$ cat config.mk
export PLATFORM = sky130hd
export DESIGN_NAME = apc_fifo
export DESIGN_NICKNAME = d
export VERILOG_FILES = /design/src/rtl/core/apc_pkg.sv /design/src/rtl/core/apc_fifo.sv
export SDC_FILE = /design/constraint.sdc
export NUM_CORES = 1
export LEC_CHECK = 0
export BUFFER_PORTS_ARGS = -buffer_cell sky130_fd_sc_hd__buf_2
export CELL_PAD_IN_SITES_DETAIL_PLACEMENT = 1
export CELL_PAD_IN_SITES_GLOBAL_PLACEMENT = 1
export CORE_ASPECT_RATIO = 0.6
export CORE_MARGIN = 2
export CORE_UTILIZATION = 46
export CTS_CLUSTER_SIZE = 28
export DETAILED_ROUTE_END_ITERATION = 7
export GPL_TIMING_DRIVEN = 0
export HOLD_SLACK_MARGIN = 0.06
export PLACE_DENSITY = 0.78
export SYNTH_ARGS = -nofsm -noshare
export SYNTH_HDL_FRONTEND = slang
export SYNTH_SLANG_ARGS = --single-unit
$ cat constraint.sdc
create_clock -name clk -period 9.2 [get_ports clk]
set_clock_uncertainty 0.2 [all_clocks]
set_input_delay 2.3 -clock clk [delete_from_list [all_inputs] [get_ports clk]]
set_output_delay 2.3 -clock clk [all_outputs]
set_load 0.02 [all_outputs]
$ cat src/rtl/core/apc_pkg.sv
// ----------------------------------------------------------------------------
// apc_pkg
// Widths, constants and the front-to-back item type of the arrowhead point
// calculator.
// ----------------------------------------------------------------------------
`default_nettype none

package apc_pkg;

  localparam int FRAC_BITS     = 8;
  localparam int CORDIC_STAGES = 16;

  localparam int CW        = 24;
  localparam int DW        = CW + 1;
  localparam int LH_EXTRA  = 7;
  localparam int QW        = 2 * DW;
  localparam int LW        = (QW + 2 * LH_EXTRA + 1) / 2;
  localparam int SQW       = 2 * LW;
  localparam int TW        = DW + CORDIC_STAGES + 1;
  localparam int NW        = TW + LH_EXTRA + 1;
  localparam int UW        = CORDIC_STAGES + 1;
  localparam int SZW       = 16;
  localparam int SSW       = SZW + FRAC_BITS;
  localparam int PW        = SSW + UW;
  localparam int OW        = PW - CORDIC_STAGES + 1;
  localparam int RW        = OW + 2;
  localparam int SIZE_SHIFT = FRAC_BITS + LH_EXTRA + 1;
  localparam int LANES     = 4;

  localparam int FIFO_DEPTH = 4;
  localparam int FIFO_AW    = $clog2(FIFO_DEPTH);

  localparam longint unsigned COS30_Q32 = 64'd3719550787;
  localparam logic [CORDIC_STAGES:0] COS_C = (CORDIC_STAGES + 1)'(
    (COS30_Q32 + (64'd1 << (31 - CORDIC_STAGES))) >> (32 - CORDIC_STAGES));

  localparam logic [SZW-1:0] SIZE_RESET = SZW'(15);

  localparam logic signed [RW-1:0] OUT_MAX = RW'(8388607);
  localparam logic signed [RW-1:0] OUT_MIN = -RW'(8388608);

  typedef struct packed {
    logic [CW-1:0]            end_x;
    logic [CW-1:0]            end_y;
    logic [LW-1:0]            lh;
    logic [SZW-1:0]           size;
    logic [LANES-1:0][TW-1:0] t;
  } apc_item_t;

endpackage

`default_nettype wire

$ cat src/rtl/core/apc_fifo.sv
// ----------------------------------------------------------------------------
// apc_fifo
// Short queue between the front and back halves.
// ----------------------------------------------------------------------------
`default_nettype none

module apc_fifo (
  input  wire logic               clk,
  input  wire logic               rst_n,
  input  wire logic               push,
  input  wire apc_pkg::apc_item_t push_item,
  output logic                    full,
  input  wire logic               pop,
  output logic                    empty,
  output apc_pkg::apc_item_t      pop_item
);

  apc_pkg::apc_item_t                  mem_r [apc_pkg::FIFO_DEPTH];
  logic [apc_pkg::FIFO_AW-1:0]         wr_ptr_r, wr_ptr_nxt;
  logic [apc_pkg::FIFO_AW-1:0]         rd_ptr_r, rd_ptr_nxt;
  logic [apc_pkg::FIFO_AW:0]           count_r, count_nxt;

  assign full     = (count_r == (apc_pkg::FIFO_AW + 1)'(apc_pkg::FIFO_DEPTH));
  assign empty    = (count_r == '0);
  assign pop_item = mem_r[rd_ptr_r];

  always_comb begin
    wr_ptr_nxt = push ? wr_ptr_r + 1'b1 : wr_ptr_r;
    rd_ptr_nxt = pop  ? rd_ptr_r + 1'b1 : rd_ptr_r;
    count_nxt  = count_r + (apc_pkg::FIFO_AW + 1)'(push) - (apc_pkg::FIFO_AW + 1)'(pop);
  end

  always_ff @(posedge clk) begin
    if (!rst_n) begin
      wr_ptr_r <= '0;
      rd_ptr_r <= '0;
      count_r  <= '0;
    end else begin
      wr_ptr_r <= wr_ptr_nxt;
      rd_ptr_r <= rd_ptr_nxt;
      count_r  <= count_nxt;
    end
  end

  always_ff @(posedge clk) begin
    if (push) begin
      mem_r[wr_ptr_r] <= push_item;
    end
  end

endmodule

`default_nettype wire

Word-level counts from Yosys, hierarchy flattened

Memory sizes are Yosys's and may differ from the RTL's. A register that Yosys moved wholly into a read port is not among the register bits.
Cells that the tools add are included.
W data, S select, Z words.

Register bits after elaboration: 7
Latch bits: 0
RAM bits: 1056
ROM bits: 0
Bits of input ports: 268
Output and inout port bits: 266
Memories kept: 1

Add/sub/neg operators: 4
$mul: 0
Divide/modulo/power cells: 0
Order comparisons: 0
Equality and inequality tests: 1
Shift operators: 0
Muxes and demuxes: 4
Bitwise logic cells: 0
Reduce and logical (&&, ||, !) cells: 1

Memories:

| name  | words | width | rd ports | clocked after memory_dff | wr ports | RTL line       | RTL |
|---|---|---|---|---|---|---|---|
| mem_r | 4     | 264   | 1        | 1                        | 1        | apc_fifo.sv:18 | `apc_pkg::apc_item_t mem_r [apc_pkg::FIFO_DEPTH];` |

Operator list:

| kind                  | number |
|---|---|
| $add A2 B1 Y2 const B | 2 |
| $mux W2               | 2 |
| $add A3 B1 Y3         | 1 |
| $eq A3 B3 Y1 const B  | 1 |
| $logic_not A3 Y1      | 1 |
| $sub A3 B1 Y3         | 1 |
| $mux W1               | 2 |

Depth between registers and ports, before layout

Depth after elaboration: 3
Depth in mapped cells: 7

Worst setup path after synthesis

No wires, ideal clock.

Kind: input to register
From: input push
To: memory mem_r[0][0] (netlist bit) (enable)
Data arrival time: 8264 ps
Required time: 8343 ps
Setup slack: 79 ps
Stages on the path: 1
Buffers on the path: 0
Cells stage by stage: and2_1

Word-level cells in the longest chain between the ends: 2

Ends and longest elaborated chain:

| item                          | RTL line       | RTL |
|---|---|---|
| start: declaration            | apc_fifo.sv:10 | `input wire logic push,` |
| $mux W1                       | apc_fifo.sv:46 | `if (push) begin` |
| $mux W1 (not written as such) | apc_fifo.sv:47 | `mem_r[wr_ptr_r] <= push_item;` |
| end: declaration              | apc_fifo.sv:18 |  |

Every way passes these cells.

==> run metrics <==
Tmin final=5.430 ns; die area=86830 um^2; DP Cell Count=3108; Via density=5.352; critical-path cell list=clkbuf_1 -> buf_2 -> mux4_2 -> buf_2; Worst-Skew Late Latency=0.65 ns; initial antenna violation count=23; WHS Endpoint=rd_ptr_r[1]; hold_buf cts=0; CP required=6.70 ns; GR Util All Layers=0.2037; io pins=534; Slew Limit Fails=0; die width=379.1 um; Avg WL per Cell=26.56 um; Crit Path Category=register to output pin; Synth Flop Type=edfxtp_1; busiest grt layer=met2; slew of the pin with the lowest slew margin=1.120 ns; Routability Congestion=0.7476; Critical Path Fanout Max=10; Starting Density=0.4650; Residual DRC=0; Worst-path clk slew=0.07 ns; Max Cap Violations=0; EDFF count, synth=1056; met3 global-route usage=0.06398; core area=83520 um^2; Detail Route Antenna Nets=0; synth top area cells=edfxtp_1 82%, mux4_2 15%, buf_12 1.5%, dfxtp_1 0.46%, buf_2 0.34%; Yosys warnings=0; CP max stage delay=0.77 ns; number of setup buffers added after CTS=0; Distinct cells, synth=20; synth cell count leaders=1056 x edfxtp_1, 264 x mux4_2, 29 x buf_12; placed wire-length estimate=58.16 mm; Via Count=17620; Area Overhead vs Synth=19.98%; DP Area=43450 um^2; dpl ws=4.239 ns; CTS Sinks=1065; post-CTS sizing=0; Leak=15.61 nW; CP Capture Type=output pin; Synth async-reset ratio=0; # rows=82; Synth area leader=edfxtp_1; Arr. time, crit path=2.93 ns; PD cells=232.8 nW/um^2; met2 usage=0.3417; Post-Synthesis Cells=1422; Critical Path Most Common Cell=buf_2; vias in the first global route=19530; Final Core Density=0.5579; CTS tree=yes; min-delay src=rd_ptr_r[0]; total congestion overflow=0; status=completed; Synth Area per Inst=27.31 um^2; share of the synthesized area in the top cell type=0.8166; cts bufs inserted=96; setup slack, reg-to-reg=6.47 ns; H-Tree Level Count=3; Startpoint Class=register; Port Buffer Count=533; Hold Crit Class=register to register; Worst R2R Path Depth=5; Die Ht=229.1 um; Post-Syn Area=38830 um^2; Peak VDD IR=0.2312 mV; RSZ-0062 raised after global routing=false; Final Setup Violations=0; Nets=2347; post-synth net total=1697; slowest CP cell=clkbuf_1; share of post-route cells with drive strength above 1=0.4721; first-pass GRT wire length=129.7 mm; Pre-antenna DRT Iters=5; fmax=0.1842 GHz; WHS Path Cells=2; Tcrit/Tclk final=0.5903; worst reg2reg path startpoint=wr_ptr_r[0]; largest net degree at the start of global routing=58; initial drt markers=1240; Root Buffer=clkbuf_16; Seq/Total Area, Yosys=0.8212; global-route track usage on met1=0.2602; most numerous cell in the Yosys netlist=edfxtp_1; fin area=46590 um^2; final hold vios=0; WL final=87.45 mm; non-filler instance count after layout=3292; Seq cells post-synth=1065; worst r2r dst=mem_r[3][49]; Final WS setup=3.770 ns; Final TNS setup=0 ns; CTS Buffer Depth=3; Worst slew margin=0.2532
## worst max-delay path by stage
| stage | from | endpoint | slack, ns |
|---|---|---|---|
| floorplan | push | mem_r[0][0] | 0.08 |
| global placement | push | mem_r[1][180] | -4.65 |
| detailed placement | register | pop_item[68] | 4.24 |
| CTS | register | pop_item[68] | 3.52 |
| global route | register | pop_item[68] | 3.47 |
| finish | register | pop_item[68] | 3.77 |
## through the flow
step / power, W / hold WS [ns]
5_1_grt: 0.01120 / 0.3784
4_1_cts: 0.01096 / 0.3572
2_1_floorplan: 0.006536 / 0.2993
3_5_place_dp: 0.006998 / 0.3567
3_3_place_gp: 0.007010 / 0.3225
6_report: 0.01085 / 0.3585
## power breakdown
group / switching [W] / internal [W] / total (W) / leakage (nW)
logic: 0.000733 / 0.000505 / 0.00124 / 4.31
registers: 0.0000575 / 0.00558 / 0.00564 / 9.77
clock network: 0.00173 / 0.00224 / 0.00397 / 1.53
total: 0.00252 / 0.00832 / 0.0108 / 15.6
## logic make-up (layout without fill, tap and decap cells)
| kind of cell | Yosys count | count (layout) | share of synthesized area |
|---|---|---|---|
| DFF | 1065 | 1065 | 0.8212 |
| muxes | 265 | 265 | 0.1534 |
| buffers and inverters | 66 | 794 | 0.01956 |
| and+or+nand+nor | 14 | 14 | 0.001933 |
| adders and majority gates | 7 | 7 | 0.002449 |
| xor gates and xnor gates | 3 | 3 | 0.001063 |
| AOI/OAI and AO/OA | 2 | 2 | 0.0003865 |
| other | 0 | 8 | 0 |
## registers in the layout (all words and copies together), names as in the netlist, named ones only
signal,flops
count_r,3
rd_ptr_r,2
wr_ptr_r,2
mem_r,1056
## cells in the final DEF, fill, tap and decap left out, drive strengths merged
cell / instances
a21bo: 1
a21oi: 1
and2: 6
and3: 1
buf: 608
bufinv: 10
clkbuf: 118
clkinv: 46
clkinvlp: 3
dfxtp: 9
diode: 8
edfxtp: 1056
fa: 1
ha: 6
inv: 9
mux2i: 1
mux4: 264
nand3b: 1
nor2: 5
nor3: 1
xnor2: 2
xor3: 1
## final cells by class
class                      instances  area (um^2)
timing repair buffer             552         3191
clock buffer                     115         2515
antenna                            8        20.02
clock inverter                    61        605.6
inverter                           7        26.28
buffer                            59        733.2
multi-input combinational        291         6192
sequential                      1065        31890
tap                             1134         1419
fill                            7190        36920
## routing by layer
metal	share of wire	wire, um
met3	0.076	6677
met2	0.52	45070
met4	0.020	1745
met5	0.0020	172
met1	0.39	33790
## critical path: cells and delay by family, from the launching register on
kind / cells / cell delay, ns
buffers and inverters: 3 / 1.48
DFF: 1 / 0.35
muxes: 1 / 0.43
Note: power is estimated with default switching activity, not from simulation.
